**config.mk**
```make
export PLATFORM = sky130hd
export DESIGN_NAME = modbus_response_frame_check_flat
export DESIGN_NICKNAME = d
export VERILOG_FILES = /design/src/hdl/mfc_pkg.sv /design/src/hdl/mfc_if.sv /design/src/hdl/mfc_crc_byte.sv /design/src/hdl/mfc_frame_track.sv /design/src/hdl/modbus_response_frame_check.sv /design/src/flat_wrapper.sv
export SDC_FILE = /design/constraint.sdc
export NUM_CORES = 1
export LEC_CHECK = 0
export ABC_AREA = 0
export BUFFER_PORTS_ARGS = -buffer_cell sky130_fd_sc_hd__buf_4
export CAP_MARGIN = 5
export CORE_ASPECT_RATIO = 0.7
export CORE_MARGIN = 2
export CORE_UTILIZATION = 53
export DETAILED_ROUTE_END_ITERATION = 12
export GPL_ROUTABILITY_DRIVEN = 0
export PLACE_DENSITY = 0.7
export SYNTH_ARGS = -nofsm -noshare
export SYNTH_HDL_FRONTEND = slang
export SYNTH_HIERARCHICAL = 1
export SYNTH_SLANG_ARGS = --single-unit
```
**constraint.sdc**
```tcl
create_clock -name clk -period 3.3 [get_ports clk]
set_input_delay 0.495 -clock clk [delete_from_list [all_inputs] [get_ports clk]]
set_output_delay 0.495 -clock clk [all_outputs]
set_load 0.03 [all_outputs]
```
**src/hdl/mfc_pkg.sv**
```systemverilog
// ----------------------------------------------------------------------------
// mfc_pkg: shared constants and types of the Modbus reply frame checker
// Holds the CRC constants, header codes, verdict codes and the verdict record.
// ----------------------------------------------------------------------------
package mfc_pkg;

	localparam logic [15:0] CRC_INIT      = 16'hFFFF;
	localparam logic [15:0] CRC_POLY      = 16'hA001;
	localparam logic [7:0]  MIN_FRAME_LEN = 8'd7;
	localparam logic [7:0]  COUNT_OFFSET  = 8'd5;
	localparam logic [7:0]  LEN_MAX       = 8'hFF;
	localparam logic [7:0]  ADDR_RESET    = 8'hFE;
	localparam logic [7:0]  FUNC_RD_HOLD  = 8'h03;
	localparam logic [7:0]  FUNC_RD_INPUT = 8'h04;

	// Byte positions within the frame
	localparam logic [7:0]  POS_ADDR      = 8'd0;
	localparam logic [7:0]  POS_FUNC      = 8'd1;
	localparam logic [7:0]  POS_COUNT     = 8'd2;
	localparam logic [7:0]  POS_DATA_OUT  = 8'd5;

	// Verdict codes
	localparam logic [2:0]  ERR_OK        = 3'd0;
	localparam logic [2:0]  ERR_LEN       = 3'd1;
	localparam logic [2:0]  ERR_SHORT     = 3'd2;
	localparam logic [2:0]  ERR_CRC       = 3'd3;
	localparam logic [2:0]  ERR_HEADER    = 3'd4;

	typedef struct packed {
		logic        frame_ok;
		logic [2:0]  error_code;
		logic [31:0] payload_word;
		logic [7:0]  received_len;
	} verdict_t;

endpackage

```
**src/hdl/mfc_if.sv**
```systemverilog
// ----------------------------------------------------------------------------
// mfc_if: valid/ready channels of the Modbus reply frame checker
// Receive byte channel, verdict channel and configuration write channel.
// ----------------------------------------------------------------------------
interface mfc_rx_if;
	logic       valid;
	logic       ready;
	logic [7:0] rx_byte;
	logic       last_byte;
	logic [7:0] expected_len;

	modport source (output valid, output rx_byte, output last_byte, output expected_len,
		input ready);
	modport sink (input valid, input rx_byte, input last_byte, input expected_len,
		output ready);
endinterface

interface mfc_res_if;
	logic        valid;
	logic        ready;
	logic        frame_ok;
	logic [2:0]  error_code;
	logic [31:0] payload_word;
	logic [7:0]  received_len;

	modport source (output valid, output frame_ok, output error_code, output payload_word,
		output received_len, input ready);
	modport sink (input valid, input frame_ok, input error_code, input payload_word,
		input received_len, output ready);
endinterface

interface mfc_cfg_if;
	logic       valid;
	logic       ready;
	logic [7:0] slave_address;

	modport source (output valid, output slave_address, input ready);
	modport sink (input valid, input slave_address, output ready);
endinterface

```
**src/hdl/mfc_crc_byte.sv**
```systemverilog
// ----------------------------------------------------------------------------
// mfc_crc_byte: one-byte Modbus CRC-16 update
// Reflected polynomial 0xA001, eight bit steps unrolled.
// ----------------------------------------------------------------------------
module mfc_crc_byte (
	input  logic [15:0] crc_in,
	input  logic [7:0]  data,
	output logic [15:0] crc_out
);

	always_comb begin
		logic [15:0] crc;
		crc = crc_in ^ {8'h00, data};
		for (int k = 0; k < 8; k++) begin
			if (crc[0]) begin
				crc = (crc >> 1) ^ mfc_pkg::CRC_POLY;
			end else begin
				crc = crc >> 1;
			end
		end
		crc_out = crc;
	end

endmodule

```
**src/hdl/mfc_frame_track.sv**
```systemverilog
// ----------------------------------------------------------------------------
// mfc_frame_track: per-frame state and verdict of the reply checker
// Tracks CRC, length, header and data bytes; forms the verdict on the last byte.
// ----------------------------------------------------------------------------
module mfc_frame_track (
	input  logic              clk,
	input  logic              arst_n,
	input  logic              advance,
	input  logic [7:0]        rx_byte,
	input  logic              last_byte,
	input  logic [7:0]        expected_len,
	input  logic [7:0]        slave_address,
	output mfc_pkg::verdict_t verdict
);

	logic [15:0] crc_q;
	logic [7:0]  bytes_seen_q;
	logic [7:0]  count_field_q;
	logic        header_good_q;
	logic [31:0] data_acc_q;
	logic [15:0] tail_q;

	logic [15:0] crc_next;
	logic [7:0]  len_next;
	logic [7:0]  count_next;
	logic        header_next;
	logic [31:0] acc_next;
	logic [15:0] tail_next;
	logic [2:0]  err;

	mfc_crc_byte u_crc (
		.crc_in  (crc_q),
		.data    (rx_byte),
		.crc_out (crc_next)
	);

	always_comb begin
		header_next = header_good_q;
		if (bytes_seen_q == mfc_pkg::POS_ADDR && rx_byte != slave_address) begin
			header_next = 1'b0;
		end
		if (bytes_seen_q == mfc_pkg::POS_FUNC && rx_byte != mfc_pkg::FUNC_RD_HOLD
				&& rx_byte != mfc_pkg::FUNC_RD_INPUT) begin
			header_next = 1'b0;
		end
		count_next = (bytes_seen_q == mfc_pkg::POS_COUNT) ? rx_byte : count_field_q;
		// Data lags two bytes behind so the CRC bytes never enter the word
		acc_next   = (bytes_seen_q >= mfc_pkg::POS_DATA_OUT) ?
			{data_acc_q[23:0], tail_q[15:8]} : data_acc_q;
		tail_next  = {tail_q[7:0], rx_byte};
		len_next   = (bytes_seen_q == mfc_pkg::LEN_MAX) ? mfc_pkg::LEN_MAX :
			bytes_seen_q + 8'd1;
	end

	always_comb begin
		priority if (len_next != expected_len) begin
			err = mfc_pkg::ERR_LEN;
		end else if (len_next < mfc_pkg::MIN_FRAME_LEN) begin
			err = mfc_pkg::ERR_SHORT;
		end else if (crc_next != 16'h0000) begin
			err = mfc_pkg::ERR_CRC;
		end else if (!header_next || count_next != len_next - mfc_pkg::COUNT_OFFSET) begin
			err = mfc_pkg::ERR_HEADER;
		end else begin
			err = mfc_pkg::ERR_OK;
		end
		verdict.frame_ok     = (err == mfc_pkg::ERR_OK);
		verdict.error_code   = err;
		verdict.payload_word = (err == mfc_pkg::ERR_OK) ? acc_next : 32'h0;
		verdict.received_len = len_next;
	end

	always_ff @(posedge clk or negedge arst_n) begin
		if (!arst_n) begin
			crc_q         <= mfc_pkg::CRC_INIT;
			bytes_seen_q  <= 8'h00;
			count_field_q <= 8'h00;
			header_good_q <= 1'b1;
			data_acc_q    <= 32'h0;
			tail_q        <= 16'h0;
		end else if (advance) begin
			if (last_byte) begin
				// Clear for the next frame
				crc_q         <= mfc_pkg::CRC_INIT;
				bytes_seen_q  <= 8'h00;
				count_field_q <= 8'h00;
				header_good_q <= 1'b1;
				data_acc_q    <= 32'h0;
				tail_q        <= 16'h0;
			end else begin
				crc_q         <= crc_next;
				bytes_seen_q  <= len_next;
				count_field_q <= count_next;
				header_good_q <= header_next;
				data_acc_q    <= acc_next;
				tail_q        <= tail_next;
			end
		end
	end

endmodule

```
**src/hdl/modbus_response_frame_check.sv**
```systemverilog
// ----------------------------------------------------------------------------
// modbus_response_frame_check: Modbus RTU read-register reply checker
// Checks a received reply byte by byte and reports one verdict per frame.
// ----------------------------------------------------------------------------
// Usage:
//   rx  : one beat per received byte; last_byte marks the final byte and
//         expected_len is sampled with it.
//   res : one beat per frame, after the last byte: frame_ok, error_code,
//         payload_word (data bytes packed big-endian) and received_len.
//   cfg : write beat carrying slave_address; always ready, write only while
//         no frame is in progress.
// Throughput: one byte per cycle, unless a last byte stalls (see Stall). Each
//   byte sits in the input register, where the unrolled byte CRC update and the
//   frame state logic consume it.
// Verdict path: the last byte passes the input register, then the result register offers the verdict.
// Reset: frame state clears (CRC 0xFFFF, count zero), slave_address returns
//   to 0xFE, both channels come up empty.
// Stall: while a verdict waits on res, ordinary bytes keep flowing; a second
//   last byte holds in the input register and rx.ready drops until res
//   takes its beat.
// ----------------------------------------------------------------------------
module modbus_response_frame_check (
	input  logic       clk,
	input  logic       arst_n,
	mfc_rx_if.sink     rx,
	mfc_res_if.source  res,
	mfc_cfg_if.sink    cfg
);

	logic              valid_s1;
	logic [7:0]        rx_byte_s1;
	logic              last_s1;
	logic [7:0]        expected_len_s1;
	logic              advance_s1;

	logic              out_valid_q;
	mfc_pkg::verdict_t out_q;
	mfc_pkg::verdict_t verdict;

	logic [7:0]        slave_address_q;

	// Config register: always accept the write beat
	assign cfg.ready = 1'b1;

	always_ff @(posedge clk or negedge arst_n) begin
		if (!arst_n) begin
			slave_address_q <= mfc_pkg::ADDR_RESET;
		end else if (cfg.valid) begin
			slave_address_q <= cfg.slave_address;
		end
	end

	// Advance the input stage unless a verdict has nowhere to go
	assign advance_s1 = valid_s1 && (!last_s1 || !out_valid_q || res.ready);
	assign rx.ready   = !valid_s1 || advance_s1;

	always_ff @(posedge clk or negedge arst_n) begin
		if (!arst_n) begin
			valid_s1 <= 1'b0;
		end else if (rx.ready) begin
			valid_s1 <= rx.valid;
		end
	end

	always_ff @(posedge clk) begin
		if (rx.ready && rx.valid) begin
			rx_byte_s1      <= rx.rx_byte;
			last_s1         <= rx.last_byte;
			expected_len_s1 <= rx.expected_len;
		end
	end

	mfc_frame_track u_track (
		.clk           (clk),
		.arst_n        (arst_n),
		.advance       (advance_s1),
		.rx_byte       (rx_byte_s1),
		.last_byte     (last_s1),
		.expected_len  (expected_len_s1),
		.slave_address (slave_address_q),
		.verdict       (verdict)
	);

	// Result register: load on a last byte, drop once taken
	always_ff @(posedge clk or negedge arst_n) begin
		if (!arst_n) begin
			out_valid_q <= 1'b0;
		end else if (advance_s1 && last_s1) begin
			out_valid_q <= 1'b1;
		end else if (res.ready) begin
			out_valid_q <= 1'b0;
		end
	end

	always_ff @(posedge clk) begin
		if (advance_s1 && last_s1) begin
			out_q <= verdict;
		end
	end

	assign res.valid        = out_valid_q;
	assign res.frame_ok     = out_q.frame_ok;
	assign res.error_code   = out_q.error_code;
	assign res.payload_word = out_q.payload_word;
	assign res.received_len = out_q.received_len;

`ifndef ASSERT_OFF
	a_ok_matches_code: assert property (@(posedge clk) disable iff (!arst_n)
		out_valid_q |-> (out_q.frame_ok == (out_q.error_code == mfc_pkg::ERR_OK)))
		else $error("frame_ok disagrees with error_code");

	a_fail_no_payload: assert property (@(posedge clk) disable iff (!arst_n)
		(out_valid_q && !out_q.frame_ok) |-> (out_q.payload_word == 32'h0))
		else $error("failed frame carries a payload");

	a_short_flagged: assert property (@(posedge clk) disable iff (!arst_n)
		(out_valid_q && out_q.received_len < mfc_pkg::MIN_FRAME_LEN) |->
		(out_q.error_code == mfc_pkg::ERR_LEN || out_q.error_code == mfc_pkg::ERR_SHORT))
		else $error("short frame not flagged");

	a_last_held: assert property (@(posedge clk) disable iff (!arst_n)
		(valid_s1 && last_s1 && out_valid_q && !res.ready) |=> (valid_s1 && last_s1))
		else $error("stalled last byte lost from input stage");
`endif

endmodule
```
**src/flat_wrapper.sv**
```systemverilog
// flat-port wrapper written by rule: the top's interface ports become plain ports
module modbus_response_frame_check_flat 
  (clk, arst_n, rx_valid, rx_rx_byte, rx_last_byte, rx_expected_len, rx_ready, res_valid, res_frame_ok, res_error_code, res_payload_word, res_received_len, res_ready, cfg_valid, cfg_slave_address, cfg_ready);
  mfc_rx_if rx_i ();
  mfc_res_if res_i ();
  mfc_cfg_if cfg_i ();
  input  logic clk;
  input  logic arst_n;
  input wire logic [$bits(rx_i.valid)-1:0] rx_valid;
  input wire logic [$bits(rx_i.rx_byte)-1:0] rx_rx_byte;
  input wire logic [$bits(rx_i.last_byte)-1:0] rx_last_byte;
  input wire logic [$bits(rx_i.expected_len)-1:0] rx_expected_len;
  output wire logic [$bits(rx_i.ready)-1:0] rx_ready;
  output wire logic [$bits(res_i.valid)-1:0] res_valid;
  output wire logic [$bits(res_i.frame_ok)-1:0] res_frame_ok;
  output wire logic [$bits(res_i.error_code)-1:0] res_error_code;
  output wire logic [$bits(res_i.payload_word)-1:0] res_payload_word;
  output wire logic [$bits(res_i.received_len)-1:0] res_received_len;
  input wire logic [$bits(res_i.ready)-1:0] res_ready;
  input wire logic [$bits(cfg_i.valid)-1:0] cfg_valid;
  input wire logic [$bits(cfg_i.slave_address)-1:0] cfg_slave_address;
  output wire logic [$bits(cfg_i.ready)-1:0] cfg_ready;
  assign rx_i.valid = rx_valid;
  assign rx_i.rx_byte = rx_rx_byte;
  assign rx_i.last_byte = rx_last_byte;
  assign rx_i.expected_len = rx_expected_len;
  assign rx_ready = rx_i.ready;
  assign res_valid = res_i.valid;
  assign res_frame_ok = res_i.frame_ok;
  assign res_error_code = res_i.error_code;
  assign res_payload_word = res_i.payload_word;
  assign res_received_len = res_i.received_len;
  assign res_i.ready = res_ready;
  assign cfg_i.valid = cfg_valid;
  assign cfg_i.slave_address = cfg_slave_address;
  assign cfg_ready = cfg_i.ready;
  modbus_response_frame_check u_core (.clk(clk), .arst_n(arst_n), .rx(rx_i), .res(res_i), .cfg(cfg_i));
endmodule
```
==> metrics.cfg <==
[drt]
vias_per_cell=6.01
remaining_drc_errors=0
dr.pass1.iters=5
ant_nets=0
wl_per_cell_um=19.4
wirelength_mm=18.1
vias=5618
drt_iter0_drc=594

[yosys]
synth_seq_cells=152
netlist_top_cells_area=edfxtp_1 (23%), dfrtp_1 (21%), dfstp_2 (8.1%)
synth-edff-count=61
synth_top_area_share_pct=23.4
yosysWarnings=6
synth_most_common_cell=dfrtp_1
synthFlopType=dfrtp_1
synthArstFlopShare_pct=59.9
synthCells=640
syn_nets=677
synthDistinctLibCells=69
ys_top_cells_by_count=dfrtp_1 (67), edfxtp_1 (61), nor2_1 (43)
avgSynthCellArea_sq_um=12.2
syn_area_sq_um=7830
yosysSeqAreaShare_pct=52.9
yosysTopAreaCell=edfxtp_1

[die]
die_y_um=106
fp.dieW_um=149
core_sq_um=14600
start_util_pct=53.7
rows=37
dieArea_sq_um=15800
ios=77

[finish]
layout.nets=763
diodes=0
drive_gt1_share_pct=35.0
fillers=1086
area_delta_synth_final_pct=22.1
fin_cells=934

[sta]
min_period_over_period_pct=98.4
setup_slack_ns=0.0536
relSlewSlack_pct=40.6
setup_viol=0
tightestPinTransition_ns=0.892
clock.fmax_mhz=308
slew_violations=0
fin_skew_ns=0.00898
fin_crit_ns=3.25
finalHoldViolCount=0

[setup_path]
worstPathRequired_ns=3.53
crit_fanout=17
crit_path_top_delay_cell=dfstp_2
worstSetupStartpointType=register
critPathCaptureType=register
cp_slowest_stage_delay_ns=0.57
cp_cell_sequence=xnor2_2 > xor2_2 > xnor2_2 > xnor3_1 > nor4_2 > nand4_1 > a31oi_2 > nand4_1 > buf_4 > buf_12 > nor4_2
criticalPathCategory=reg -> reg
cp.arrival_ns=3.48

[power]
vdd_drop_max_v=0.000436
power.leakage_uw=0.00392
p_clk_share_pct=30.0
swShare_pct=33.0
p_per_area_nw_per_um2=684
intPower_uw=4380
p_sw_uw=2160
p_seq_share_pct=40.3
p_comb_share_pct=29.6

[global_route]
grt_usage_pct=23.7
grt_overflow=0
grt_antenna_before_repair=0
grt_max_degree=73
grt_pass1_vias=5291
grt_first_pass_wirelength_mm=28.6

[clock_tree]
tritoncts=yes
clk_latency_ns=0.43
htree_levels=4
root_buffer=clkbuf_16
path_clk_slew_ns=0.06
clock_sinks=152
clock_path_buffers=2
numCtsBuffers=17

[flow_run]
max_cap_viol_count=0

[place]
hpwl_mm=12.1
dp.cells=895
place_ws_ns=-0.00134
numPortBuffers=75

[status]
outcome=complete, no violations

[worst_hold_path]
hold_path.class=in -> async

==> worst max-delay path: cells and delay by family, from the launching register on <==
kind                   cells  cell delay [ns]
AO/OA/AOI/OAI              1             0.25
XOR/XNOR                   4             1.00
buffers and inverters      2             0.34
flip-flops                 1             0.57
AND/OR/NAND/NOR            4             0.89
==> final cells by class <==
class                   count  area, sq um  area share, %
repair buffers            120          993           10.4
multi-input cells         416         3500           36.7
well taps                 195          244           2.55
flip-flops and latches    152         4140           43.3
inverters                  19         71.3          0.746
clock inverters            14          163           1.70
clock buffers              18          439           4.60
==> layout by cell type, fill, tap and decap left out, types with 12 or more instances in the layout <==
cell type / n
nand2_1: 16
dfstp_2: 24
mux2i_1: 39
nor2_1: 40
nor4_2: 33
buf_4: 113
inv_1: 18
edfxtp_1: 61
a22oi_1: 36
xnor2_1: 26
a21oi_1: 21
o2bb2ai_1: 42
o21ai_0: 12
dfrtp_1: 66
clkbuf_16: 18
==> metrics by stage <==
step           total power [uW]   TNS, ns  utilization, %  hold WS [ns]  instance area [sq um]
2_1_floorplan              3860         0               -         0.199                   7830
3_3_place_gp               4300         0            60.0         0.455                   8750
6_report                   6540         0            65.5        0.0542                   9560
5_1_grt                    6850    -0.858            65.5        0.0759                   9560
4_1_cts                    6350         0            64.3        0.0605                   9370
3_5_place_dp               4370  -0.00134            60.0         0.470                   8750
==> state kept, by name, summed over array words and instances (netlist names), 8 cells and up <==
| register | cells |
|---|---|
| u_core/u_track/tail_q | 16 |
| u_core/u_track/data_acc_q | 32 |
| u_core/res.received_len | 8 |
| u_core/expected_len_s1 | 8 |
| u_core/u_track/crc_q | 16 |
| u_core/u_track/bytes_seen_q | 8 |
| u_core/slave_address_q | 8 |
| u_core/res.payload_word | 32 |
| u_core/rx_byte_s1 | 8 |
| u_core/u_track/count_field_q | 8 |
==> power groups by stage <==
stage	sequential [uW]	combinational, uW	clock, uW
floorplan	2610	1250	0
global placement	2620	1670	0
detailed placement	2650	1720	0
CTS	2620	1740	1990
global route	2680	2090	2080
finish	2640	1940	1960
==> cells by family (layout without fill, tap and decap cells) <==
group / after synthesis / after routing / share of synthesized area (%)
compound gates: 154 / 154 / 15.0
xor+xnor: 48 / 48 / 6.01
fa+ha+maj: 7 / 7 / 1.12
buf+inv: 72 / 171 / 4.55
flops: 152 / 152 / 52.9
mux: 48 / 48 / 6.66
other cells: 1 / 1 / 0.0479
simple gates: 158 / 158 / 13.7
==> final timing paths <==
kind,start,to,slack [ns],depth (start not counted)
min,arst_n,u_core/u_track/tail_q[1]$_DFFE_PN0P_,0.05,1
min reg2reg,u_core/u_track/tail_q[5]$_DFFE_PN0P_,u_core/u_track/tail_q[5]$_DFFE_PN0P_,0.49,2
max reg2reg,u_core/u_track/crc_q[1]$_DFFE_PN1P_,u_core/res.payload_word[18]$_DFFE_PP_,0.05,11
min in group clk,rx_expected_len[1],u_core/expected_len_s1[1]$_DFFE_PP_,0.24,1
max,u_core/u_track/crc_q[1]$_DFFE_PN1P_,u_core/res.payload_word[18]$_DFFE_PP_,0.05,11
max in group asynchronous,arst_n,u_core/u_track/header_good_q$_DFFE_PN1P_,2.55,2
==> per-layer routing <==
metal / share of wire (%) / routed length (um) / global-route usage [%]
met5: 0 / 0 / 0
met4: 1.4 / 247 / 7.28
met3: 6.1 / 1110 / 5.28
met2: 45 / 8160 / 33.9
met1: 47 / 8570 / 36.0
==> what timing repair did <==
action	in CTS	in global routing
setup endpoints to repair	8	34
hold buffers	0	0
buffers inserted	0	6
pin swaps	0	7
cloned	0	1
resized for setup	2	18
Power figures use the tool's default switching activity.
